$ cat src/rtl/tma_pkg.sv
// Shared types and constants for the three-means accumulator.
package tma_pkg;

  localparam int DATA_W    = 32;
  localparam int CNT_W     = 8;
  localparam int SUM_W     = 40;
  localparam int LOG_SUM_W = 30;
  localparam int LOG_FRAC  = 16;
  localparam int EXP_W     = 5;
  localparam int LOG_RES_W = EXP_W + LOG_FRAC;
  localparam int CFG_IDX_W = 8;

  localparam logic [CNT_W-1:0] MAX_SAMPLES   = 8'd255;
  localparam logic [CNT_W-1:0] MIN_COUNT_RST = 8'd3;
  localparam logic [CNT_W-1:0] MAX_COUNT_RST = 8'd100;
  localparam logic [SUM_W-1:0] SUM_MAX       = {SUM_W{1'b1}};

  localparam logic [CFG_IDX_W-1:0] REG_MIN_COUNT = 8'd0;
  localparam logic [CFG_IDX_W-1:0] REG_MAX_COUNT = 8'd1;

  localparam logic [1:0] ST_OK        = 2'd0;
  localparam logic [1:0] ST_RANGE     = 2'd1;
  localparam logic [1:0] ST_UNDEFINED = 2'd2;

  typedef struct packed {
    logic busy;
    logic done;
  } unit_status_t;

endpackage

$ cat src/rtl/tma_if.sv
// Channel interfaces: sample input, result output, register write.
interface tma_in_if;
  logic                        valid;
  logic                        ready;
  logic [tma_pkg::DATA_W-1:0]  sample;
  logic                        last;
  modport source (output valid, sample, last, input ready);
  modport sink   (input valid, sample, last, output ready);
endinterface

interface tma_out_if;
  logic                        valid;
  logic                        ready;
  logic [tma_pkg::DATA_W-1:0]  arithmetic_mean;
  logic [tma_pkg::DATA_W-1:0]  geometric_mean;
  logic [tma_pkg::DATA_W-1:0]  harmonic_mean;
  logic [1:0]                  status;
  modport source (output valid, arithmetic_mean, geometric_mean, harmonic_mean, status,
                  input ready);
  modport sink   (input valid, arithmetic_mean, geometric_mean, harmonic_mean, status,
                  output ready);
endinterface

interface tma_cfg_if;
  logic                          valid;
  logic                          ready;
  logic [tma_pkg::CFG_IDX_W-1:0] index;
  logic [tma_pkg::CNT_W-1:0]     data;
  modport source (output valid, index, data, input ready);
  modport sink   (input valid, index, data, output ready);
endinterface

$ cat src/rtl/tma_div.sv
// Restoring divider, one quotient bit per cycle.
module tma_div #(
  parameter int DW = 40
) (
  input  logic                      clk,
  input  logic                      rst_n,
  input  logic                      start,
  input  logic [DW-1:0]             dividend,
  input  logic [tma_pkg::SUM_W-1:0] divisor,
  output tma_pkg::unit_status_t     st,
  output logic [DW-1:0]             quotient
);
  localparam int CW = $clog2(DW);

  logic                      busy_r, busy_nxt, done_r, done_nxt;
  logic [CW-1:0]             cnt_r, cnt_nxt;
  logic [DW-1:0]             quo_r, quo_nxt;
  logic [tma_pkg::SUM_W-1:0] rem_r, rem_nxt, dsr_r, dsr_nxt;
  logic [tma_pkg::SUM_W:0]   rem_sh;
  logic                      ge;

  assign rem_sh = {rem_r, quo_r[DW-1]};
  assign ge     = rem_sh >= {1'b0, dsr_r};

  always_comb begin
    busy_nxt = busy_r;
    done_nxt = 1'b0;
    cnt_nxt  = cnt_r;
    quo_nxt  = quo_r;
    rem_nxt  = rem_r;
    dsr_nxt  = dsr_r;
    if (start) begin
      busy_nxt = 1'b1;
      cnt_nxt  = CW'(DW - 1);
      quo_nxt  = dividend;
      rem_nxt  = '0;
      dsr_nxt  = divisor;
    end else if (busy_r) begin
      rem_nxt = ge ? tma_pkg::SUM_W'(rem_sh - {1'b0, dsr_r})
                   : rem_sh[tma_pkg::SUM_W-1:0];
      quo_nxt = {quo_r[DW-2:0], ge};
      cnt_nxt = cnt_r - 1'b1;
      if (cnt_r == '0) begin
        busy_nxt = 1'b0;
        done_nxt = 1'b1;
      end
    end
  end

  always_ff @(posedge clk) begin
    if (!rst_n) begin
      busy_r <= 1'b0;
      done_r <= 1'b0;
    end else begin
      busy_r <= busy_nxt;
      done_r <= done_nxt;
    end
    cnt_r <= cnt_nxt;
    quo_r <= quo_nxt;
    rem_r <= rem_nxt;
    dsr_r <= dsr_nxt;
  end

  assign st.busy  = busy_r;
  assign st.done  = done_r;
  assign quotient = quo_r;
endmodule

$ cat src/rtl/tma_log2.sv
// Iterative log2: normalize one bit per cycle, then one squaring per fraction bit.
module tma_log2 (
  input  logic                          clk,
  input  logic                          rst_n,
  input  logic                          start,
  input  logic [tma_pkg::DATA_W-1:0]    value,
  output tma_pkg::unit_status_t         st,
  output logic [tma_pkg::LOG_RES_W-1:0] result
);
  localparam int FW = $clog2(tma_pkg::LOG_FRAC);

  typedef enum logic [2:0] {
    L_IDLE = 3'b001,
    L_NORM = 3'b010,
    L_SQ   = 3'b100
  } lstate_t;

  lstate_t                        state_r, state_nxt;
  logic                           done_r, done_nxt;
  logic [tma_pkg::DATA_W-1:0]     m_r, m_nxt;
  logic [tma_pkg::EXP_W-1:0]      e_r, e_nxt;
  logic [tma_pkg::LOG_FRAC-1:0]   frac_r, frac_nxt;
  logic [FW-1:0]                  cnt_r, cnt_nxt;
  logic [2*tma_pkg::DATA_W-1:0]   sq;
  logic [tma_pkg::DATA_W:0]       sq_hi;

  assign sq    = m_r * m_r;
  assign sq_hi = sq[2*tma_pkg::DATA_W-1:tma_pkg::DATA_W-1];

  always_comb begin
    state_nxt = state_r;
    done_nxt  = 1'b0;
    m_nxt     = m_r;
    e_nxt     = e_r;
    frac_nxt  = frac_r;
    cnt_nxt   = cnt_r;
    case (state_r)
      L_IDLE: begin
        if (start) begin
          m_nxt     = value;
          e_nxt     = '1;
          frac_nxt  = '0;
          cnt_nxt   = '1;
          state_nxt = L_NORM;
        end
      end
      L_NORM: begin
        if (m_r[tma_pkg::DATA_W-1]) begin
          state_nxt = L_SQ;
        end else begin
          m_nxt = {m_r[tma_pkg::DATA_W-2:0], 1'b0};
          e_nxt = e_r - 1'b1;
        end
      end
      L_SQ: begin
        if (sq_hi[tma_pkg::DATA_W]) begin
          m_nxt         = sq_hi[tma_pkg::DATA_W:1];
          frac_nxt[cnt_r] = 1'b1;
        end else begin
          m_nxt = sq_hi[tma_pkg::DATA_W-1:0];
        end
        cnt_nxt = cnt_r - 1'b1;
        if (cnt_r == '0) begin
          state_nxt = L_IDLE;
          done_nxt  = 1'b1;
        end
      end
      default: state_nxt = L_IDLE;
    endcase
  end

  always_ff @(posedge clk) begin
    if (!rst_n) begin
      state_r <= L_IDLE;
      done_r  <= 1'b0;
    end else begin
      state_r <= state_nxt;
      done_r  <= done_nxt;
    end
    m_r    <= m_nxt;
    e_r    <= e_nxt;
    frac_r <= frac_nxt;
    cnt_r  <= cnt_nxt;
  end

  assign st.busy = (state_r != L_IDLE);
  assign st.done = done_r;
  assign result  = {e_r, frac_r};
endmodule

$ cat src/rtl/three_means_accumulator.sv
// Top level: three-means accumulator with sequencer, shared divider and log2 unit.
//
// Usage:
//   in_ch   : valid/ready stream of samples (unsigned Q16.16) with a last flag.
//   out_ch  : one transaction per run, on the sample that carries last:
//             arithmetic, geometric and harmonic mean plus a status code
//             (0 ok, 1 count out of range, 2 harmonic mean undefined).
//   cfg_ch  : register writes, always ready; index 0 min_count, 1 max_count.
//             Write only while no run result is pending.
// Sequencing:
//   A nonzero sample runs the divider (reciprocal, DW = 2*FRACTION_BITS+8
//   quotient bits, at least 40) and the log2 unit side by side; a zero
//   sample skips both units.
//   The last sample of an in-range run adds up to three divider passes and,
//   if the run held no zero sample, 32 log2 passes for the geometric mean's
//   bit search. in_ch.ready is high only while the sequencer idles.
// Reset: registers return to 3 / 100, run state is cleared, no output pending.
// Stall: the result sits in an output register; the next run's samples are
//   still taken, and the block waits only when a new result would overwrite
//   one not yet taken.
module three_means_accumulator #(
  parameter int FRACTION_BITS = 16
) (
  input  logic           clk,
  input  logic           rst_n,
  tma_in_if.sink         in_ch,
  tma_out_if.source      out_ch,
  tma_cfg_if.sink        cfg_ch
);
  localparam int DW = (2*FRACTION_BITS + 8 > 40) ? 2*FRACTION_BITS + 8 : 40;
  localparam int DATA_W = tma_pkg::DATA_W;
  localparam int CNT_W  = tma_pkg::CNT_W;
  localparam int SUM_W  = tma_pkg::SUM_W;
  localparam int LSW    = tma_pkg::LOG_SUM_W;

  typedef enum logic [8:0] {
    S_IDLE = 9'b000000001,
    S_SAMP = 9'b000000010,
    S_ACC  = 9'b000000100,
    S_EVAL = 9'b000001000,
    S_AM   = 9'b000010000,
    S_HM   = 9'b000100000,
    S_LM   = 9'b001000000,
    S_EXP  = 9'b010000000,
    S_DONE = 9'b100000000
  } state_t;

  state_t                 state_r, state_nxt;
  logic [DATA_W-1:0]      sample_r, sample_nxt;
  logic                   last_r, last_nxt;
  logic [CNT_W-1:0]       count_r, count_nxt, min_r, max_r;
  logic [SUM_W-1:0]       vsum_r, vsum_nxt, rsum_r, rsum_nxt;
  logic [LSW-1:0]         lsum_r, lsum_nxt, mlog_r, mlog_nxt;
  logic                   zero_r, zero_nxt, ovf_r, ovf_nxt;
  logic [DATA_W-1:0]      am_r, am_nxt, gm_r, gm_nxt, hm_r, hm_nxt, exp_r, exp_nxt;
  logic [1:0]             st_r, st_nxt;
  logic [4:0]             bit_r, bit_nxt;
  logic                   ov_r;
  logic [DATA_W-1:0]      oam_r, ogm_r, ohm_r;
  logic [1:0]             ost_r;
  logic                   out_load;

  logic                   div_start, log_start;
  logic [DW-1:0]          div_dividend, div_q;
  logic [SUM_W-1:0]       div_divisor;
  logic [DATA_W-1:0]      log_value, cand, r_upd;
  logic [tma_pkg::LOG_RES_W-1:0] log_res;
  tma_pkg::unit_status_t  div_st, log_st;

  logic                   accept, skip;
  logic [DW:0]            rsum_add;
  logic [DATA_W-1:0]      q_sat;

  tma_div #(.DW(DW)) u_div (
    .clk(clk), .rst_n(rst_n), .start(div_start), .dividend(div_dividend),
    .divisor(div_divisor), .st(div_st), .quotient(div_q)
  );

  tma_log2 u_log (
    .clk(clk), .rst_n(rst_n), .start(log_start), .value(log_value),
    .st(log_st), .result(log_res)
  );

  assign accept   = in_ch.valid && in_ch.ready;
  assign skip     = (count_r >= tma_pkg::MAX_SAMPLES) || (in_ch.sample == '0);
  assign rsum_add = (DW+1)'(rsum_r) + (DW+1)'(div_q);
  assign q_sat    = (|div_q[DW-1:DATA_W]) ? '1 : div_q[DATA_W-1:0];
  assign cand     = exp_r | (DATA_W'(1) << bit_r);
  assign r_upd    = ((LSW)'(log_res) <= mlog_r) ? cand : exp_r;

  always_comb begin
    state_nxt    = state_r;
    sample_nxt   = sample_r;
    last_nxt     = last_r;
    count_nxt    = count_r;
    vsum_nxt     = vsum_r;
    rsum_nxt     = rsum_r;
    lsum_nxt     = lsum_r;
    zero_nxt     = zero_r;
    ovf_nxt      = ovf_r;
    mlog_nxt     = mlog_r;
    am_nxt       = am_r;
    gm_nxt       = gm_r;
    hm_nxt       = hm_r;
    st_nxt       = st_r;
    exp_nxt      = exp_r;
    bit_nxt      = bit_r;
    out_load     = 1'b0;
    div_start    = 1'b0;
    log_start    = 1'b0;
    div_dividend = DW'(1) << (2*FRACTION_BITS);
    div_divisor  = SUM_W'(in_ch.sample);
    log_value    = in_ch.sample;
    case (state_r)
      S_IDLE: begin
        if (accept) begin
          sample_nxt = in_ch.sample;
          last_nxt   = in_ch.last;
          if (skip) begin
            state_nxt = S_ACC;
          end else begin
            div_start = 1'b1;
            log_start = 1'b1;
            state_nxt = S_SAMP;
          end
        end
      end
      S_SAMP: begin
        if (!div_st.busy && !log_st.busy) state_nxt = S_ACC;
      end
      S_ACC: begin
        if (count_r >= tma_pkg::MAX_SAMPLES) begin
          ovf_nxt = 1'b1;
        end else begin
          count_nxt = count_r + 1'b1;
          vsum_nxt  = vsum_r + SUM_W'(sample_r);
          if (sample_r == '0) begin
            zero_nxt = 1'b1;
          end else begin
            rsum_nxt = (rsum_add > (DW+1)'(tma_pkg::SUM_MAX)) ? tma_pkg::SUM_MAX
                                                              : rsum_add[SUM_W-1:0];
            lsum_nxt = lsum_r + LSW'(log_res);
          end
        end
        state_nxt = last_r ? S_EVAL : S_IDLE;
      end
      S_EVAL: begin
        am_nxt = '0;
        gm_nxt = '0;
        hm_nxt = '0;
        if (ovf_r || count_r == '0 || count_r < min_r || count_r > max_r) begin
          st_nxt    = tma_pkg::ST_RANGE;
          state_nxt = S_DONE;
        end else begin
          st_nxt       = (rsum_r == '0) ? tma_pkg::ST_UNDEFINED : tma_pkg::ST_OK;
          div_start    = 1'b1;
          div_dividend = DW'(vsum_r);
          div_divisor  = SUM_W'(count_r);
          state_nxt    = S_AM;
        end
      end
      S_AM: begin
        if (div_st.done) begin
          am_nxt = q_sat;
          if (rsum_r != '0) begin
            div_start    = 1'b1;
            div_dividend = DW'(count_r) << (2*FRACTION_BITS);
            div_divisor  = rsum_r;
            state_nxt    = S_HM;
          end else if (!zero_r) begin
            div_start    = 1'b1;
            div_dividend = DW'(lsum_r);
            div_divisor  = SUM_W'(count_r);
            state_nxt    = S_LM;
          end else begin
            state_nxt = S_DONE;
          end
        end
      end
      S_HM: begin
        if (div_st.done) begin
          hm_nxt = q_sat;
          if (!zero_r) begin
            div_start    = 1'b1;
            div_dividend = DW'(lsum_r);
            div_divisor  = SUM_W'(count_r);
            state_nxt    = S_LM;
          end else begin
            state_nxt = S_DONE;
          end
        end
      end
      S_LM: begin
        if (div_st.done) begin
          mlog_nxt  = div_q[LSW-1:0];
          exp_nxt   = '0;
          bit_nxt   = '1;
          log_start = 1'b1;
          log_value = DATA_W'(1) << (DATA_W - 1);
          state_nxt = S_EXP;
        end
      end
      S_EXP: begin
        // bit search: keep each candidate bit whose log2 stays within the mean
        if (log_st.done) begin
          exp_nxt = r_upd;
          if (bit_r == '0) begin
            gm_nxt    = r_upd;
            state_nxt = S_DONE;
          end else begin
            bit_nxt   = bit_r - 1'b1;
            log_start = 1'b1;
            log_value = r_upd | (DATA_W'(1) << (bit_r - 1'b1));
          end
        end
      end
      S_DONE: begin
        if (!ov_r || out_ch.ready) begin
          out_load  = 1'b1;
          count_nxt = '0;
          vsum_nxt  = '0;
          rsum_nxt  = '0;
          lsum_nxt  = '0;
          zero_nxt  = 1'b0;
          ovf_nxt   = 1'b0;
          state_nxt = S_IDLE;
        end
      end
      default: state_nxt = S_IDLE;
    endcase
  end

  always_ff @(posedge clk) begin
    if (!rst_n) begin
      state_r <= S_IDLE;
      count_r <= '0;
      vsum_r  <= '0;
      rsum_r  <= '0;
      lsum_r  <= '0;
      zero_r  <= 1'b0;
      ovf_r   <= 1'b0;
      min_r   <= tma_pkg::MIN_COUNT_RST;
      max_r   <= tma_pkg::MAX_COUNT_RST;
      ov_r    <= 1'b0;
    end else begin
      state_r <= state_nxt;
      count_r <= count_nxt;
      vsum_r  <= vsum_nxt;
      rsum_r  <= rsum_nxt;
      lsum_r  <= lsum_nxt;
      zero_r  <= zero_nxt;
      ovf_r   <= ovf_nxt;
      if (cfg_ch.valid && cfg_ch.index == tma_pkg::REG_MIN_COUNT) min_r <= cfg_ch.data;
      if (cfg_ch.valid && cfg_ch.index == tma_pkg::REG_MAX_COUNT) max_r <= cfg_ch.data;
      if (out_load)          ov_r <= 1'b1;
      else if (out_ch.ready) ov_r <= 1'b0;
    end
    sample_r <= sample_nxt;
    last_r   <= last_nxt;
    mlog_r   <= mlog_nxt;
    am_r     <= am_nxt;
    gm_r     <= gm_nxt;
    hm_r     <= hm_nxt;
    st_r     <= st_nxt;
    exp_r    <= exp_nxt;
    bit_r    <= bit_nxt;
    if (out_load) begin
      oam_r <= am_r;
      ogm_r <= gm_r;
      ohm_r <= hm_r;
      ost_r <= st_r;
    end
  end

  assign in_ch.ready            = (state_r == S_IDLE);
  assign cfg_ch.ready           = 1'b1;
  assign out_ch.valid           = ov_r;
  assign out_ch.arithmetic_mean = oam_r;
  assign out_ch.geometric_mean  = ogm_r;
  assign out_ch.harmonic_mean   = ohm_r;
  assign out_ch.status          = ost_r;

`ifndef SYNTHESIS
  a_div_start_idle: assert property (@(posedge clk) disable iff (!rst_n)
    div_start |-> !div_st.busy) else $error("divider restarted while busy");
  a_log_start_idle: assert property (@(posedge clk) disable iff (!rst_n)
    log_start |-> !log_st.busy) else $error("log2 unit restarted while busy");
  a_units_launch: assert property (@(posedge clk) disable iff (!rst_n)
    (accept && !skip) |=> (div_st.busy && log_st.busy))
    else $error("sample units not launched");
  a_no_overwrite: assert property (@(posedge clk) disable iff (!rst_n)
    out_load |-> (!ov_r || out_ch.ready)) else $error("pending result overwritten");
`endif
endmodule

$ cat src/flat_wrapper.sv
// flat-port wrapper written by rule: the top's interface ports become plain ports
module three_means_accumulator_flat 
#(
  parameter int FRACTION_BITS = 16
)
  (clk, rst_n, in_ch_valid, in_ch_sample, in_ch_last, in_ch_ready, out_ch_valid, out_ch_arithmetic_mean, out_ch_geometric_mean, out_ch_harmonic_mean, out_ch_status, out_ch_ready, cfg_ch_valid, cfg_ch_index, cfg_ch_data, cfg_ch_ready);
  tma_in_if in_ch_i ();
  tma_out_if out_ch_i ();
  tma_cfg_if cfg_ch_i ();
  input  logic clk;
  input  logic rst_n;
  input wire logic [$bits(in_ch_i.valid)-1:0] in_ch_valid;
  input wire logic [$bits(in_ch_i.sample)-1:0] in_ch_sample;
  input wire logic [$bits(in_ch_i.last)-1:0] in_ch_last;
  output wire logic [$bits(in_ch_i.ready)-1:0] in_ch_ready;
  output wire logic [$bits(out_ch_i.valid)-1:0] out_ch_valid;
  output wire logic [$bits(out_ch_i.arithmetic_mean)-1:0] out_ch_arithmetic_mean;
  output wire logic [$bits(out_ch_i.geometric_mean)-1:0] out_ch_geometric_mean;
  output wire logic [$bits(out_ch_i.harmonic_mean)-1:0] out_ch_harmonic_mean;
  output wire logic [$bits(out_ch_i.status)-1:0] out_ch_status;
  input wire logic [$bits(out_ch_i.ready)-1:0] out_ch_ready;
  input wire logic [$bits(cfg_ch_i.valid)-1:0] cfg_ch_valid;
  input wire logic [$bits(cfg_ch_i.index)-1:0] cfg_ch_index;
  input wire logic [$bits(cfg_ch_i.data)-1:0] cfg_ch_data;
  output wire logic [$bits(cfg_ch_i.ready)-1:0] cfg_ch_ready;
  assign in_ch_i.valid = in_ch_valid;
  assign in_ch_i.sample = in_ch_sample;
  assign in_ch_i.last = in_ch_last;
  assign in_ch_ready = in_ch_i.ready;
  assign out_ch_valid = out_ch_i.valid;
  assign out_ch_arithmetic_mean = out_ch_i.arithmetic_mean;
  assign out_ch_geometric_mean = out_ch_i.geometric_mean;
  assign out_ch_harmonic_mean = out_ch_i.harmonic_mean;
  assign out_ch_status = out_ch_i.status;
  assign out_ch_i.ready = out_ch_ready;
  assign cfg_ch_i.valid = cfg_ch_valid;
  assign cfg_ch_i.index = cfg_ch_index;
  assign cfg_ch_i.data = cfg_ch_data;
  assign cfg_ch_ready = cfg_ch_i.ready;
  three_means_accumulator #(.FRACTION_BITS(FRACTION_BITS)) u_core (.clk(clk), .rst_n(rst_n), .in_ch(in_ch_i), .out_ch(out_ch_i), .cfg_ch(cfg_ch_i));
endmodule
$ cat config.mk
export PLATFORM = sky130hd
export DESIGN_NAME = three_means_accumulator_flat
export DESIGN_NICKNAME = d
export VERILOG_FILES = /design/src/rtl/tma_pkg.sv /design/src/rtl/tma_if.sv /design/src/rtl/tma_div.sv /design/src/rtl/tma_log2.sv /design/src/rtl/three_means_accumulator.sv /design/src/flat_wrapper.sv
export SDC_FILE = /design/constraint.sdc
export NUM_CORES = 2
export LEC_CHECK = 0
export ABC_AREA = 0
export BUFFER_PORTS_ARGS = -buffer_cell sky130_fd_sc_hd__buf_2
export CAP_MARGIN = 15
export CORE_MARGIN = 2
export CORE_UTILIZATION = 49
export CTS_CLUSTER_SIZE = 8
export DETAILED_ROUTE_END_ITERATION = 10
export PLACE_DENSITY = 0.7
export SYNTH_ARGS = -nofsm -noshare
export SYNTH_HDL_FRONTEND = slang
export SYNTH_SLANG_ARGS = --single-unit
$ cat constraint.sdc
create_clock -name clk -period 13.4 [get_ports clk]
set_clock_uncertainty 0.1 [all_clocks]
set_input_delay 3.35 -clock clk [delete_from_list [all_inputs] [get_ports clk]]
set_output_delay 3.35 -clock clk [all_outputs]
set_load 0.01 [all_outputs]
==> insert_results.sql <==
INSERT INTO impl_metrics (metric_group, metric, value, unit) VALUES
('grt', 'grt_max_degree', '88', ''),
('finish', 'finish.net_count', '7635', ''),
('critical_path', 'worst_setup_path_start_kind', 'flip-flop', ''),
('critical_path', 'worstSetupStartpoint', 'u_core.u_log.m_r[3]', ''),
('die', 'die_height', '357.5', 'um'),
('critical_path', 'critical_path_required', '13.58', 'ns'),
('synth', 'number_of_enable_type_register_cells_in_the_synthesized_netlist', '433', ''),
('clocking', 'post_cts.repair.setup_buffers', '0', ''),
('run_status', 'run_status', 'finished, final reports clean', ''),
('critical_path', 'critPathArrivalTime', '10.63', 'ns'),
('timing', 'timing.final.hold_violations', '0', ''),
('clocking', 'post_cts_sizing', '0', ''),
('grt', 'wire_length_of_the_first_global_routing_pass', '269700', 'um'),
('timing', 'setup_tns', '0', 'ns'),
('grt', 'initial_antenna_violation_count', '6', ''),
('grt', 'grt_util_all_layers', '27.39', '%'),
('synth', 'yosysWarnings', '0', ''),
('critical_path', 'path_class', 'flip-flop to flip-flop', ''),
('die', 'rows', '129', ''),
('synth', 'postSynthCellCount', '6243', ''),
('critical_path', 'r2r_setup_slack', '2.94', 'ns'),
('die', 'design.die.area', '0.1278', 'sq mm'),
('min_path', 'path_type_of_the_worst_min_delay_path', 'flip-flop to flip-flop', ''),
('synth', 'ys_seq_elements', '631', ''),
('timing', 'final_min_period_over_clock_period', '78.05', '%'),
('drt', 'antenna_violating_nets_post_route', '0', ''),
('timing', 'max_freq', '0.09562', 'GHz'),
('synth', 'synth_ff_type', 'sky130_fd_sc_hd__edfxtp_1', ''),
('clocking', 'clockBufferDepth', '3', ''),
('clocking', 'cts_root_buffer', 'sky130_fd_sc_hd__clkbuf_16', ''),
('clocking', 'path_clk_slew', '0.06', 'ns'),
('drt', 'finalWirelength', '173200', 'um'),
('critical_path', 'worst_r2r_endpoint', 'u_core.u_log.frac_r[12]', ''),
('drt', 'num_vias', '45710', ''),
('clocking', 'clock_latency', '0.66', 'ns'),
('die', 'initial_utilization', '49.47', '%'),
('drt', 'route.detailed.wl_per_inst', '21.62', 'um'),
('timing', 'clock_period_minus_worst_slack', '10.46', 'ns'),
('synth', 'netlist_area', '0.06124', 'sq mm'),
('critical_path', 'slowest_delay', '0.79', 'ns'),
('critical_path', 'worst_path_most_repeated_cell', 'sky130_fd_sc_hd__fa_1', ''),
('flow_run', 'cap_viol_max_count', '0', ''),
('timing', 'report.final.setup_viol', '0', ''),
('finish', 'flow.area_growth_from_synthesis', '8.417', '%'),
('synth', 'synth.yosys.seq_area_share', '27.70', '%'),
('critical_path', 'worst_path_max_delay_cell', 'sky130_fd_sc_hd__edfxtp_1', ''),
('grt', 'globalRoute.totalOverflow', '0', ''),
('clocking', 'numCtsBuffers', '89', ''),
('place', 'buffer_ports.inserted', '153', ''),
('timing', 'timing_worst_slew_pin_value', '1.143', 'ns'),
('drt', 'detail_route.iter0.violations', '4418', ''),
('critical_path', 'critical_path_peak_fanout', '22', ''),
('critical_path', 'rr_startpoint', 'u_core.u_log.m_r[3]', ''),
('synth', 'mappedNetlistNets', '7572', ''),
('place', 'routabilityCongestion', '0.9588', ''),
('synth', 'synth_area_per_cell', '9.810', 'sq um'),
('timing', 'timing.final.max_slew_violations', '0', ''),
('clocking', 'clkSinkCount', '631', ''),
('critical_path', 'worstRegToRegCells', '28', ''),
('finish', 'most_common_cell_after_layout_fill_and_taps_aside', 'sky130_fd_sc_hd__inv_1', ''),
('drt', 'avgViaCountPerCell', '5.702', ''),
('finish', 'most_frequent_cells_in_the_layout', 'sky130_fd_sc_hd__inv_1, sky130_fd_sc_hd__fa_1, sky130_fd_sc_hd__nand2_1', ''),
('clocking', 'tritoncts', 'done', ''),
('synth', 'number_of_unique_standard_cell_types_used_by_synthesis', '84', ''),
('grt', 'vias_in_the_first_global_route', '46680', ''),
('place', 'hpwl', '130200', 'um'),
('die', 'die_width', '357.5', 'um'),
('synth', 'asyncSetResetFlopFracSynth', '0', '%'),
('critical_path', 'worst_setup_path_endpoint', 'u_core.u_log.frac_r[12]', ''),
('die', 'io-pin-count', '155', ''),
('finish', 'drive_gt1_share', '6.007', '%'),
('clocking', 'htreeDepth', '3', ''),
('die', 'core_area', '0.1238', 'sq mm'),
('clocking', 'cts_hold_buffers', '0', ''),
('drt', 'first_pass_iteration_count_of_the_detailed_router', '9', ''),
('critical_path', 'worstSetupEndpointType', 'flip-flop', ''),
('timing', 'worst_slew_margin_rel', '23.77', '%'),
('timing', 'grt_setup_unrepaired', 'false', ''),
('drt', 'drc', '0', '');
==> worst max-delay path, delay by kind of cell (launching register included) <==
kind	cells	cell delay (ns)
AOI/OAI and AO/OA	8	2.52
xor gates and xnor gates	2	0.92
adders and majority gates	9	4.03
buffers and inverters	5	0.61
DFF	1	0.79
and+or+nand+nor	4	1.06
==> per-layer routing <==
metal / vias to the layer above / global-route usage (%) / wire, um
met3: 359 / 5.308 / 15870
met5: - / 0 / 24
met2: 2034 / 42.34 / 77290
met1: 22670 / 38.28 / 72880
met4: 4 / 10.39 / 7179
li1: 20640 / - / -
==> layout make-up <==
type	count	area [sq um]
timing repair buffer	219	1296
tap	1637	2048
inverter	1136	4267
antenna	2	5.005
clock inverter	4	67.56
multi-input combinational	4229	39160
clock buffer	157	2587
fill	10850	57400
sequential	631	16970
==> kinds of logic after synthesis <==
kind of cell / after synthesis / share of synthesized area (%)
adders and majority gates: 1275 / 35.79
and+or+nand+nor: 1594 / 12.40
DFF: 631 / 27.70
other: 1 / 0.006123
muxes: 37 / 0.6088
xor gates and xnor gates: 220 / 3.159
buffers and inverters: 1383 / 8.544
AOI/OAI and AO/OA: 1102 / 11.79
==> metrics by stage <==
stage                     worst slack (ns)  cells  hold WS, ns  cell area [sq um]  utilization, %
after floorplan                      5.190   6243       0.3003              61240               -
after global placement               3.300   7849       0.3023              63680           51.44
after detailed placement             3.068   7849       0.3045              63680           51.44
after CTS                            3.079   8010       0.3080              66340           53.59
after global routing                 2.539   8013       0.3190              66390           53.63
final                                2.942   8015       0.3051              66400           53.63
==> worst min path at each step <==
stage / endpoint / depth (start not counted) / slack, ns / start
after global placement: u_core.out_ch.arithmetic_mean[17] / 0 / 0.30 / u_core.am_r[17]
after CTS: u_core.out_ch.harmonic_mean[4] / 0 / 0.31 / u_core.hm_r[4]
after floorplan: u_core.out_ch.arithmetic_mean[0] / 0 / 0.30 / u_core.am_r[0]
final: u_core.out_ch.harmonic_mean[4] / 0 / 0.31 / u_core.hm_r[4]
after global routing: u_core.out_ch.geometric_mean[2] / 0 / 0.32 / u_core.gm_r[2]
after detailed placement: u_core.out_ch.arithmetic_mean[1] / 0 / 0.30 / u_core.am_r[1]
==> registers in the layout, indices dropped and copies added, names as in the netlist, 40 cells and up <==
name	flops
u_core.u_div.quotient	40
u_core.u_div.rem_r	40
u_core.rsum_r	40
u_core.vsum_r	40
u_core.u_div.dsr_r	40
==> synthesized netlist by cell type (all sizes together), types with 27 or more instances <==
master,number,area (sq um)
o21a,29,217.7
nand3,75,375.4
nor4,39,244.0
ha,480,6006
buf,30,153.9
nor2,355,1333
clkbuf,217,814.5
a222oi,39,390.4
a21oi,384,1944
nand2,567,2128
and3,31,193.9
nor2b,74,462.9
edfxtp,433,13000
a31oi,44,275.3
and2,271,1695
nor3,53,270.3
inv,1136,4264
mux2i,35,350.3
dfxtp,198,3964
o21bai,27,202.7
o21ai,181,909.6
nand4,34,212.7
fa,795,15920
xnor2,113,989.7
a22oi,36,270.3
a21o,148,1111
xor2,107,944.7
Power is not shown: default switching activity piles up to over one toggle a cycle in this logic, so the estimate is an artifact.
